[config.mk]
export PLATFORM = sky130hd
export DESIGN_NAME = ubx_nav_poll_and_frame_receiver
export DESIGN_NICKNAME = d
export VERILOG_FILES = /design/src/rtl/ubx_pkg.sv /design/src/rtl/ubx_fletcher.sv /design/src/rtl/ubx_nav_poll_and_frame_receiver.sv
export SDC_FILE = /design/constraint.sdc
export NUM_CORES = 1
export LEC_CHECK = 0
export ABC_CLOCK_PERIOD_IN_PS = 6700
export BUFFER_PORTS_ARGS = -buffer_cell sky130_fd_sc_hd__buf_2
export CORE_ASPECT_RATIO = 1.4
export CORE_MARGIN = 2
export CORE_UTILIZATION = 35
export DETAILED_ROUTE_END_ITERATION = 7
export GPL_ROUTABILITY_DRIVEN = 0
export PLACE_DENSITY_LB_ADDON = 0.08
export SYNTH_ARGS = -nofsm -noshare
export SYNTH_HDL_FRONTEND = slang
export SYNTH_HIERARCHICAL = 1
export SYNTH_SLANG_ARGS = --single-unit
[constraint.sdc]
create_clock -name clk_i -period 6.7 [get_ports clk_i]
set_input_delay 0.67 -clock clk_i [delete_from_list [all_inputs] [get_ports clk_i]]
set_output_delay 0.67 -clock clk_i [all_outputs]
set_load 0.1 [all_outputs]
[src/rtl/ubx_pkg.sv]
// Package: payload types, constants and state codes for the UBX NAV receiver
package ubx_pkg;
  localparam logic [1:0] OP_RX_BYTE = 2'd0;
  localparam logic [1:0] OP_TICK    = 2'd1;
  localparam logic [1:0] OP_STORED  = 2'd2;

  localparam logic [2:0] REG_DLY_RX   = 3'd0;
  localparam logic [2:0] REG_DLY_TX   = 3'd1;
  localparam logic [2:0] REG_GOOD_LIM = 3'd2;
  localparam logic [2:0] REG_ALL_EN   = 3'd3;
  localparam logic [2:0] REG_ALL_LIM  = 3'd4;

  localparam logic [7:0] SYNC1    = 8'hB5;
  localparam logic [7:0] SYNC2    = 8'h62;
  localparam logic [7:0] CLS_NAV  = 8'h01;
  localparam logic [7:0] ID_POSLLH = 8'h02;
  localparam logic [7:0] ID_TIMEGPS = 8'h20;
  localparam logic [7:0] ID_TIMEUTC = 8'h21;
  localparam logic [6:0] LEN_POSLLH = 7'd36;
  localparam logic [6:0] LEN_TIMEGPS = 7'd24;
  localparam logic [6:0] LEN_TIMEUTC = 7'd28;
  localparam logic [6:0] LEN_POLL = 7'd8;
  localparam logic [2:0] VALID_MASK = 3'h7;
  localparam logic [2:0] VALID_MIN  = 3'h3;
  localparam logic [15:0] YEAR_RST = 16'd1987;

  typedef enum logic [2:0] {
    ST_IDLE, ST_CK_RD, ST_CK_ACC, ST_EVAL, ST_EMIT_RX, ST_EMIT_POLL
  } state_e;

  typedef struct packed {
    logic [1:0] opcode;
    logic [7:0] rx_byte;
  } in_t;

  typedef struct packed {
    logic        kind;
    logic [7:0]  data_byte;
    logic [5:0]  byte_index;
    logic        last;
    logic [6:0]  frame_length;
    logic [7:0]  message_id;
    logic [15:0] year;
    logic [7:0]  month;
    logic [7:0]  day;
    logic [7:0]  hour;
    logic [7:0]  minute;
    logic [7:0]  second;
  } out_t;
endpackage

[src/rtl/ubx_fletcher.sv]
// Fletcher checksum accumulator shared by poll build and frame check
module ubx_fletcher (
  input  logic       clk_i,
  input  logic       rst_ni,
  input  logic       clear_i,
  input  logic       add_i,
  input  logic [7:0] byte_i,
  output logic [7:0] ck_a_o,
  output logic [7:0] ck_b_o
);
  logic [7:0] a_q, a_d, b_q, b_d;

  always_comb begin
    a_d = a_q;
    b_d = b_q;
    if (clear_i) begin
      a_d = '0;
      b_d = '0;
    end else if (add_i) begin
      a_d = a_q + byte_i;
      b_d = b_q + a_q + byte_i;
    end
  end

  always_ff @(posedge clk_i or negedge rst_ni) begin
    if (!rst_ni) begin
      a_q <= '0;
      b_q <= '0;
    end else begin
      a_q <= a_d;
      b_q <= b_d;
    end
  end

  assign ck_a_o = a_q;
  assign ck_b_o = b_q;
endmodule

[src/rtl/ubx_nav_poll_and_frame_receiver.sv]
// Top level: UBX NAV poll generator and reply frame receiver
//  channel | direction | handshake             | payload
//  in      | input     | in_valid_i/in_stall_o | ubx_pkg::in_t
//  out     | output    | out_valid_o/out_stall_i | ubx_pkg::out_t
//  cfg     | input     | cfg_we_i              | cfg_idx_i, cfg_data_i
// A poll emits 8 bytes, one per cycle unless output stalls, its checksum folding in as
// bytes 1..4 go out. POSLLH and TIMEGPS frames emit 36 or 24 bytes at that rate; TIMEUTC
// first reads bytes 2..27 back via its read and accumulate states, evaluates, then emits
// 28. Reset clears control state, not the frame memory. Output stall holds the current
// result; input stays stalled until the last one transfers.
module ubx_nav_poll_and_frame_receiver #(
  parameter int RX_DEPTH = 64
) (
  input  logic          clk_i,
  input  logic          rst_ni,
  input  logic          in_valid_i,
  output logic          in_stall_o,
  input  ubx_pkg::in_t  in_data_i,
  output logic          out_valid_o,
  input  logic          out_stall_i,
  output ubx_pkg::out_t out_data_o,
  input  logic          cfg_we_i,
  input  logic [2:0]    cfg_idx_i,
  input  logic [15:0]   cfg_data_i
);
  localparam int AW = $clog2(RX_DEPTH);
  localparam int CW = $clog2(RX_DEPTH + 1);

  ubx_pkg::state_e st_q, st_d;

  logic [15:0] dly_rx_q, dly_tx_q;
  logic [7:0]  good_lim_q, all_lim_q;
  logic        all_en_q;

  logic [7:0] mem [RX_DEPTH];
  logic [7:0] rdata_q;
  logic [AW-1:0] raddr;
  logic       mem_we;
  logic [AW-1:0] waddr;

  logic [CW-1:0] cnt_q, cnt_d;
  logic recv_q, recv_d, pend_q, pend_d, await_q, await_d, pos_q, pos_d;
  logic [15:0] now_q, now_d, tx_ms_q, tx_ms_d, rx_ms_q, rx_ms_d;
  logic [7:0] good_q, good_d, all_q, all_d;
  logic [15:0] year_q, year_d;
  logic [7:0] mon_q, mon_d, day_q, day_d, hr_q, hr_d, min_q, min_d, sec_q, sec_d;
  logic [7:0] id_q, id_d;
  logic [7:0] rxid_q, rxid_d;
  logic [63:0] tbuf_q, tbuf_d;
  logic [6:0] len_q, len_d;
  logic [5:0] idx_q, idx_d;

  logic ck_clr, ck_add;
  logic [7:0] ck_byte, ck_a, ck_b;
  logic [7:0] ckr_a_q, ckr_a_d;
  logic ck_ok;

  logic accept;
  ubx_pkg::out_t o_q, o_d;
  logic ov_q, ov_d;
  logic [7:0] poll_id;
  logic [7:0] poll_byte;
  logic [15:0] since_rx, since_tx;
  logic [CW-1:0] cnt_inc;
  logic hdr_bad, done_frame;
  logic [6:0] flen;
  logic [7:0] id_cur;

  ubx_fletcher u_ck (
    .clk_i(clk_i), .rst_ni(rst_ni), .clear_i(ck_clr), .add_i(ck_add),
    .byte_i(ck_byte), .ck_a_o(ck_a), .ck_b_o(ck_b)
  );

  always_ff @(posedge clk_i or negedge rst_ni) begin
    if (!rst_ni) begin
      dly_rx_q <= 16'd500;
      dly_tx_q <= 16'd700;
      good_lim_q <= 8'd5;
      all_en_q <= 1'b0;
      all_lim_q <= 8'd100;
    end else if (cfg_we_i) begin
      case (cfg_idx_i)
        ubx_pkg::REG_DLY_RX:   dly_rx_q <= cfg_data_i;
        ubx_pkg::REG_DLY_TX:   dly_tx_q <= cfg_data_i;
        ubx_pkg::REG_GOOD_LIM: good_lim_q <= cfg_data_i[7:0];
        ubx_pkg::REG_ALL_EN:   all_en_q <= cfg_data_i[0];
        ubx_pkg::REG_ALL_LIM:  all_lim_q <= cfg_data_i[7:0];
        default: ;
      endcase
    end
  end

  always_ff @(posedge clk_i) begin
    if (mem_we) mem[waddr] <= in_data_i.rx_byte;
    rdata_q <= mem[raddr];
  end

  assign in_stall_o = (st_q != ubx_pkg::ST_IDLE) || ov_q;
  assign accept = in_valid_i && !in_stall_o;
  assign poll_id = pos_q ? ubx_pkg::ID_POSLLH : ubx_pkg::ID_TIMEUTC;
  assign cnt_inc = cnt_q + CW'(1);
  assign waddr = cnt_q[AW-1:0];
  assign id_cur = (cnt_q == CW'(3)) ? in_data_i.rx_byte : rxid_q;
  assign since_rx = now_q + 16'd1 - rx_ms_q;
  assign since_tx = now_q + 16'd1 - tx_ms_q;
  // received checksum: CK_A held from byte 26, CK_B still on the read port
  assign ck_ok = (ckr_a_q == ck_a) && (rdata_q == ck_b);

  always_comb begin
    hdr_bad = 1'b0;
    if (cnt_q == CW'(1) && in_data_i.rx_byte != ubx_pkg::SYNC2) hdr_bad = 1'b1;
    if (cnt_q == CW'(2) && in_data_i.rx_byte != ubx_pkg::CLS_NAV) hdr_bad = 1'b1;
    if (cnt_q == CW'(3) && in_data_i.rx_byte != ubx_pkg::ID_POSLLH &&
        in_data_i.rx_byte != ubx_pkg::ID_TIMEGPS &&
        in_data_i.rx_byte != ubx_pkg::ID_TIMEUTC) hdr_bad = 1'b1;
    flen = '0;
    if (cnt_q >= CW'(3)) begin
      if (cnt_inc == CW'(ubx_pkg::LEN_POSLLH) && id_cur == ubx_pkg::ID_POSLLH)
        flen = ubx_pkg::LEN_POSLLH;
      if (cnt_inc == CW'(ubx_pkg::LEN_TIMEGPS) && id_cur == ubx_pkg::ID_TIMEGPS)
        flen = ubx_pkg::LEN_TIMEGPS;
      if (cnt_inc == CW'(ubx_pkg::LEN_TIMEUTC) && id_cur == ubx_pkg::ID_TIMEUTC)
        flen = ubx_pkg::LEN_TIMEUTC;
    end
    done_frame = flen != '0;
  end

  always_comb begin
    case (idx_q[2:0])
      3'd0: poll_byte = ubx_pkg::SYNC1;
      3'd1: poll_byte = ubx_pkg::SYNC2;
      3'd2: poll_byte = ubx_pkg::CLS_NAV;
      3'd3: poll_byte = id_q;
      3'd4: poll_byte = 8'h00;
      3'd5: poll_byte = 8'h00;
      3'd6: poll_byte = ck_a;
      default: poll_byte = ck_b;
    endcase
  end

  // next state
  always_comb begin
    st_d = st_q;
    case (st_q)
      ubx_pkg::ST_IDLE: begin
        if (accept && in_data_i.opcode == ubx_pkg::OP_RX_BYTE &&
            done_frame && (recv_q || (in_data_i.rx_byte == ubx_pkg::SYNC1 &&
            !pend_q && await_q)))
          st_d = (id_cur == ubx_pkg::ID_TIMEUTC) ? ubx_pkg::ST_CK_RD
                                                  : ubx_pkg::ST_EMIT_RX;
        else if (accept && in_data_i.opcode == ubx_pkg::OP_TICK &&
                 since_rx >= dly_rx_q && since_tx >= dly_tx_q)
          st_d = ubx_pkg::ST_EMIT_POLL;
      end
      ubx_pkg::ST_CK_RD:  st_d = ubx_pkg::ST_CK_ACC;
      ubx_pkg::ST_CK_ACC: st_d = (idx_q == 6'd27) ? ubx_pkg::ST_EVAL : ubx_pkg::ST_CK_RD;
      ubx_pkg::ST_EVAL:   st_d = ubx_pkg::ST_EMIT_RX;
      ubx_pkg::ST_EMIT_RX, ubx_pkg::ST_EMIT_POLL:
        if (!(ov_q && out_stall_i) && idx_q == 6'(len_q - 7'd1) &&
            (ov_q ? 1'b1 : 1'b0) && !out_stall_i)
          st_d = ubx_pkg::ST_IDLE;
      default: st_d = ubx_pkg::ST_IDLE;
    endcase
  end

  // datapath and outputs
  always_comb begin
    cnt_d = cnt_q; recv_d = recv_q; pend_d = pend_q; await_d = await_q; pos_d = pos_q;
    now_d = now_q; tx_ms_d = tx_ms_q; rx_ms_d = rx_ms_q; good_d = good_q; all_d = all_q;
    year_d = year_q; mon_d = mon_q; day_d = day_q; hr_d = hr_q; min_d = min_q;
    sec_d = sec_q; id_d = id_q; len_d = len_q; idx_d = idx_q; ckr_a_d = ckr_a_q;
    rxid_d = rxid_q; tbuf_d = tbuf_q;
    mem_we = 1'b0; raddr = AW'(idx_q);
    ck_clr = 1'b0; ck_add = 1'b0; ck_byte = rdata_q;
    o_d = o_q; ov_d = ov_q && out_stall_i;
    case (st_q)
      ubx_pkg::ST_IDLE: begin
        if (accept) begin
          case (in_data_i.opcode)
            ubx_pkg::OP_RX_BYTE: begin
              if (recv_q || (in_data_i.rx_byte == ubx_pkg::SYNC1 && !pend_q && await_q)) begin
                mem_we = 1'b1;
                if (cnt_q == CW'(3)) rxid_d = in_data_i.rx_byte;
                cnt_d = cnt_inc;
                recv_d = 1'b1;
                if (!recv_q) begin
                  cnt_d = CW'(1);
                  mem_we = 1'b1;
                end
                if (done_frame) begin
                  rx_ms_d = now_q;
                  pend_d = 1'b1;
                  len_d = flen;
                  id_d = id_cur;
                  idx_d = 6'd2;
                  ck_clr = 1'b1;
                  raddr = '0;
                  if (id_cur != ubx_pkg::ID_TIMEUTC) idx_d = 6'd0;
                end
                if (hdr_bad || done_frame || cnt_inc >= CW'(RX_DEPTH)) begin
                  cnt_d = '0; recv_d = 1'b0; await_d = 1'b0;
                end
              end
            end
            ubx_pkg::OP_TICK: begin
              now_d = now_q + 16'd1;
              if (since_rx >= dly_rx_q && since_tx >= dly_tx_q) begin
                tx_ms_d = now_d; await_d = 1'b1;
                id_d = poll_id; len_d = ubx_pkg::LEN_POLL; idx_d = 6'd0;
                ck_clr = 1'b1;
              end
            end
            ubx_pkg::OP_STORED: pend_d = 1'b0;
            default: ;
          endcase
        end
      end
      ubx_pkg::ST_CK_RD: ;
      ubx_pkg::ST_CK_ACC: begin
        if (idx_q <= 6'd25) ck_add = 1'b1;
        if (idx_q == 6'd26) ckr_a_d = rdata_q;
        // collect date bytes 18..24 and the validity byte 25
        if (idx_q >= 6'd18 && idx_q <= 6'd25) tbuf_d = {rdata_q, tbuf_q[63:8]};
        idx_d = idx_q + 6'd1;
      end
      ubx_pkg::ST_EVAL: begin
        if (ck_ok) begin
          if ((tbuf_q[58:56] & ubx_pkg::VALID_MASK) >= ubx_pkg::VALID_MIN) begin
            year_d = tbuf_q[15:0];
            mon_d = tbuf_q[23:16]; day_d = tbuf_q[31:24]; hr_d = tbuf_q[39:32];
            min_d = tbuf_q[47:40]; sec_d = tbuf_q[55:48];
            if (good_q != 8'hFF) good_d = good_q + 8'd1;
          end else begin
            good_d = '0;
          end
          if (all_en_q && all_q != 8'hFF) all_d = all_q + 8'd1;
          if (good_d >= good_lim_q || (all_en_q && all_d >= all_lim_q)) pos_d = 1'b1;
        end
      end
      default: ;
    endcase
    if (st_q == ubx_pkg::ST_EVAL) idx_d = 6'd0;
    if (st_q == ubx_pkg::ST_EMIT_RX || st_q == ubx_pkg::ST_EMIT_POLL) begin
      if (!ov_q || !out_stall_i) begin
        ov_d = 1'b1;
        o_d.kind = (st_q == ubx_pkg::ST_EMIT_RX);
        o_d.data_byte = (st_q == ubx_pkg::ST_EMIT_RX) ? rdata_q : poll_byte;
        o_d.byte_index = idx_q;
        o_d.last = idx_q == 6'(len_q - 7'd1);
        o_d.frame_length = len_q;
        o_d.message_id = id_q;
        o_d.year = year_q; o_d.month = mon_q; o_d.day = day_q;
        o_d.hour = hr_q; o_d.minute = min_q; o_d.second = sec_q;
        idx_d = idx_q + 6'd1;
        raddr = AW'(idx_q + 6'd1);
        if (st_q == ubx_pkg::ST_EMIT_POLL && (idx_q >= 6'd1 && idx_q <= 6'd4)) begin
          ck_add = 1'b1;
          ck_byte = (idx_q == 6'd2) ? id_q : ((idx_q == 6'd1) ? ubx_pkg::CLS_NAV : 8'h00);
        end
      end
    end
    if (st_q == ubx_pkg::ST_EVAL) raddr = '0;
  end

  assign out_valid_o = ov_q;
  assign out_data_o = o_q;

  always_ff @(posedge clk_i or negedge rst_ni) begin
    if (!rst_ni) begin
      st_q <= ubx_pkg::ST_IDLE; cnt_q <= '0; recv_q <= 1'b0; pend_q <= 1'b0;
      await_q <= 1'b0; pos_q <= 1'b0; now_q <= '0; tx_ms_q <= '0; rx_ms_q <= '0;
      good_q <= '0; all_q <= '0; year_q <= ubx_pkg::YEAR_RST; mon_q <= 8'd11;
      day_q <= 8'd6; hr_q <= 8'd8; min_q <= '0; sec_q <= '0; ov_q <= 1'b0;
      id_q <= '0; len_q <= '0; idx_q <= '0; ckr_a_q <= '0;
      rxid_q <= '0; tbuf_q <= '0;
    end else begin
      st_q <= st_d; cnt_q <= cnt_d; recv_q <= recv_d; pend_q <= pend_d;
      await_q <= await_d; pos_q <= pos_d; now_q <= now_d; tx_ms_q <= tx_ms_d;
      rx_ms_q <= rx_ms_d; good_q <= good_d; all_q <= all_d; year_q <= year_d;
      mon_q <= mon_d; day_q <= day_d; hr_q <= hr_d; min_q <= min_d; sec_q <= sec_d;
      ov_q <= ov_d; id_q <= id_d; len_q <= len_d; idx_q <= idx_d; ckr_a_q <= ckr_a_d;
      rxid_q <= rxid_d; tbuf_q <= tbuf_d;
    end
  end

  always_ff @(posedge clk_i) o_q <= o_d;
endmodule

==> summary.txt <==
Timing
  – Final setup margin: between 0.6 and 0.7 ns
  – RSZ-0062 raised after global routing: no
  – Setup TNS: 0 ns
  – Clk_skew: between 0.03 and 0.04 ns
  – Slew Viols, Final: 0
  – Final hold vios: 0
  – Worst-Margin Slew: ~1.1 ns
  – WHS: 0.225 ns
  – Final Setup Violations: 0
  – Slew headroom: roughly a quarter
  – Crit path time final: approximately 6.0 ns
  – Peak Freq: about 170 MHz
  – Final worst-path cycle share: 89.6%

Routing
  – Vias per std cell: between 5 and 6
  – Initial drt markers: about 1,500
  – Avg WL per Cell: between 20 and 25 um
  – Post-detailed-routing wire length: around 100,000 um
  – Routed Antenna Nets: 0
  – Pre-antenna DRT Iters: 5
  – Vias: approximately 24,000
  – DRC Markers: 0

Worst setup path
  – Worst EP arrival: 6.61 ns
  – FF-to-FF End: u_ck/ck_b_o[6]$_DFFE_PN0P_
  – Crit path max fanout: 17
  – Worst Setup SP: now_q[0]$_DFFE_PN0P_
  – Most frequent CP cell: a21oi_1
  – Crit-path max cell delay: 0.48 ns
  – R2R cell count: 24
  – CP Capture Type: register
  – CP top delay family: compound AO/OA/AOI/OAI gates
  – CP max stage cell: o41ai_1
  – Worst reg2reg startpoint: now_q[0]$_DFFE_PN0P_
  – Worst Path Buf+Inv: 1
  – R2R Setup Slk: between 0.6 and 0.7 ns
  – Critical Path Start Type: register
  – Worst path cell trace: ha_1 > xor2_1 > ha_1 > a21o_1 > a21oi_1 > o21ai_0 > a21oi_1 > o21bai_1 > a21oi_1 > o21ai_0 > o41ai_1 > o21bai_1 > a21oi_1 > xnor2_1 > ha_1 > a21o_1 > a211oi_1 > o21ai_0 > o31a_1 > nand2_1 > nand2b_2 > buf_4 > or4_1 > o211ai_1
  – CP Class: register to register
  – WP data required: between 7 and 8 ns

Clocking
  – Root Buffer: clkbuf_16
  – CTS Sinks: around 900
  – CTS tree: done
  – Setup Buffers After CTS: 0
  – Htree depth: 3
  – Clk slew on worst S/H paths: about 0.060 ns
  – Maximum clock insertion buffer count: 3
  – Clock Latency Late Sink: 0.70 ns
  – CTS Buf Count: 94

Hold path
  – Worst Hold End: dly_tx_q[10]$_DFFE_PN0P_
  – Worst hold path depth: 3
  – Hold Crit Start: cfg_data_i[10]
  – Tightest Hold Check Type: input port to register

Floorplanning
  – Initial Util: 35.3%
  – Number of placement rows: 146
  – Core area: roughly 0.11 mm2
  – Die width: 290 um
  – Die ar.: approximately 0.12 mm2
  – Die height: around 400 um
  – I/O pin count: ~120

Global routing
  – Largest net degree at the start of global routing: about 140
  – Tot GR Track Use: approximately 18%
  – Global-route wire length before repair: 155,000 um
  – Vias in the first global route: 24,486
  – GRT overflow: 0
  – Initial antenna violation count: 5

Synth
  – YS warnings: 6
  – Mux share of post-synthesis cell area: between 10% and 20%
  – Post-synthesis xor/xnor area fraction: 2.28%
  – Synth top area share: about 45%
  – Sequential area share after synthesis: between 60% and 70%
  – Synthesized area: between 0.03 and 0.04 mm2
  – Post-Synth Adder-Cell Area: 3.81%
  – Main synth FF type: edfxtp_1
  – Main combinational cell family by area after synthesis: multiplexers
  – Async set-reset flop share out of synthesis: between 30% and 40%
  – Post-synth EDFFs: just under 600
  – Netlist cell types: between 70 and 80
  – Area leader, netlist: edfxtp_1
  – Simple-gate portion of the synthesized area: between 6 and 7%
  – Post-synthesis compound-gate area fraction: 7.38%
  – Yosys reg bits: about 900
  – Mapped Cells: between 2,000 and 3,000
  – Synth top area cells: edfxtp_1 45%, dfrtp_1 17%, mux2i_1 6.8%, mux2_2 5.7%, ha_1 3.3%
  – Avg Cell Area, Syn: between 10 and 15 um2

Pwr
  – Peak VDD IR: just over 300 uV
  – Static leakage: around 18 nW
  – Pwr Total: 17.5 mW
  – Power Dens Cells: about 380 mW/mm2

Layout
  – Layout cells sized above 1: a little under a fifth
  – Area growth, synth to finish: 13.6%
  – Finished Core Util: about two fifths
  – Ant. Diodes: 0
  – Layout Nets: 3,231
  – # fillers: between 10,000 and 15,000

Run
  – Max-cap viol count: 0

Place
  – I/O Buffers: 119
  – Worst slack, placed: around 0.46 ns
  – Post-DP HPWL: a little under 70,000 um

Status
  – Status: finished clean
-- layout by cell type, fill, tap and decap left out, drive strengths merged, types with 48 or more instances in the layout --
cell type	instances
edfxtp	596
mux2i	270
dfrtp	268
nand2	241
mux2	212
o21ai	211
buf	172
nor2	168
inv	121
clkbuf	117
ha	104
xnor2	65
a21oi	61
a22oi	55
clkinv	50
nand3	48
-- where the power goes --
part / total, mW / switching (mW) / leakage, nW / internal [mW]
Sequential: 6.54 / 0.236 / 9.30 / 6.30
Clock: 5.21 / 2.22 / 1.49 / 2.98
Combinational: 5.71 / 3.92 / 7.67 / 1.79
Total: 17.5 / 6.38 / 18.5 / 11.1
-- logic make-up (layout without fill, tap and decap cells) --
group                      after synthesis  in the layout
AOI/OAI and AO/OA                      468            468
xor gates and xnor gates               104            104
adders and majority gates              115            115
buffers and inverters                  262            471
DFF                                    902            902
muxes                                  482            482
other                                    1              3
and+or+nand+nor                        618            618
-- registers in the layout (all words and copies together) (netlist names), 16 cells and up --
name / flops
out_data_o: 84
mem: 512
tbuf_q: 64
dly_tx_q: 16
tx_ms_q: 16
now_q: 16
dly_rx_q: 16
rx_ms_q: 16
year_q: 16
-- routing by layer --
| metal | global-route usage, % | up-vias | share of wire (%) |
|---|---|---|---|
| li1 | - | 11094 | - |
| met1 | 21.8 | 11817 | 42 |
| met2 | 31.5 | 464 | 52 |
| met3 | 2.17 | 161 | 3.4 |
| met4 | 5.95 | 2 | 2.8 |
| met5 | 0 | - | 0.0098 |
-- worst max path at each step --
stage | to | slack, ns | depth (start not counted)
2_1_floorplan | u_ck/ck_a_o[6]$_DFFE_PN0P_ | 1.29 | 27
3_3_place_gp | u_ck/ck_b_o[6]$_DFFE_PN0P_ | 0.50 | 24
3_5_place_dp | u_ck/ck_b_o[6]$_DFFE_PN0P_ | 0.46 | 24
4_1_cts | u_ck/ck_b_o[6]$_DFFE_PN0P_ | 0.42 | 24
5_1_grt | u_ck/ck_b_o[6]$_DFFE_PN0P_ | 0.15 | 25
6_report | u_ck/ck_b_o[6]$_DFFE_PN0P_ | 0.69 | 24
-- synth_stat cells, types with 28 or more instances --
cell and n:
o221ai_1 33, mux2_2 202, xnor2_1 65, clkbuf_1 92, ha_1 104, inv_1 119
nand3_1 48, xor2_1 39, nand2_1 241, dfrtp_1 268, nor3_1 28, o21ai_0 194
a21oi_1 59, mux2i_1 270, nor2_1 168, a22oi_1 47, edfxtp_1 596, dfstp_2 30
-- layout make-up --
cell class / instances / area [um2] / share of cell area, %
clock inverter: 60 / 539 / 1.19
inverter: 121 / 457 / 1.01
multi-input combinational: 1790 / 13400 / 29.4
tap: 1480 / 1850 / 4.08
clock buffer: 117 / 2520 / 5.56
sequential: 902 / 25600 / 56.3
timing repair buffer: 173 / 1100 / 2.43
-- stage by stage --
stage,cells,cell area [um2]
2_1_floorplan,2954,39900
3_3_place_gp,4465,42300
3_5_place_dp,4465,42300
4_1_cts,4643,45400
5_1_grt,4643,45400
6_report,4643,45400
-- what timing repair did --
action,CTS,global route
setup endpoints to repair,0,2
hold endpoints to repair,19,0
gates resized for setup,0,1
hold buffers,1,0
-- tightest hold or removal path, delay by kind of cell --
| kind | cells | cell delay (ns) |
|---|---|---|
| buffers and inverters | 1 | 0.09 |
| AO/OA/AOI/OAI | 1 | 0.06 |
| AND/OR/NAND/NOR | 1 | 0.04 |
Power figures use the tool's default switching activity.
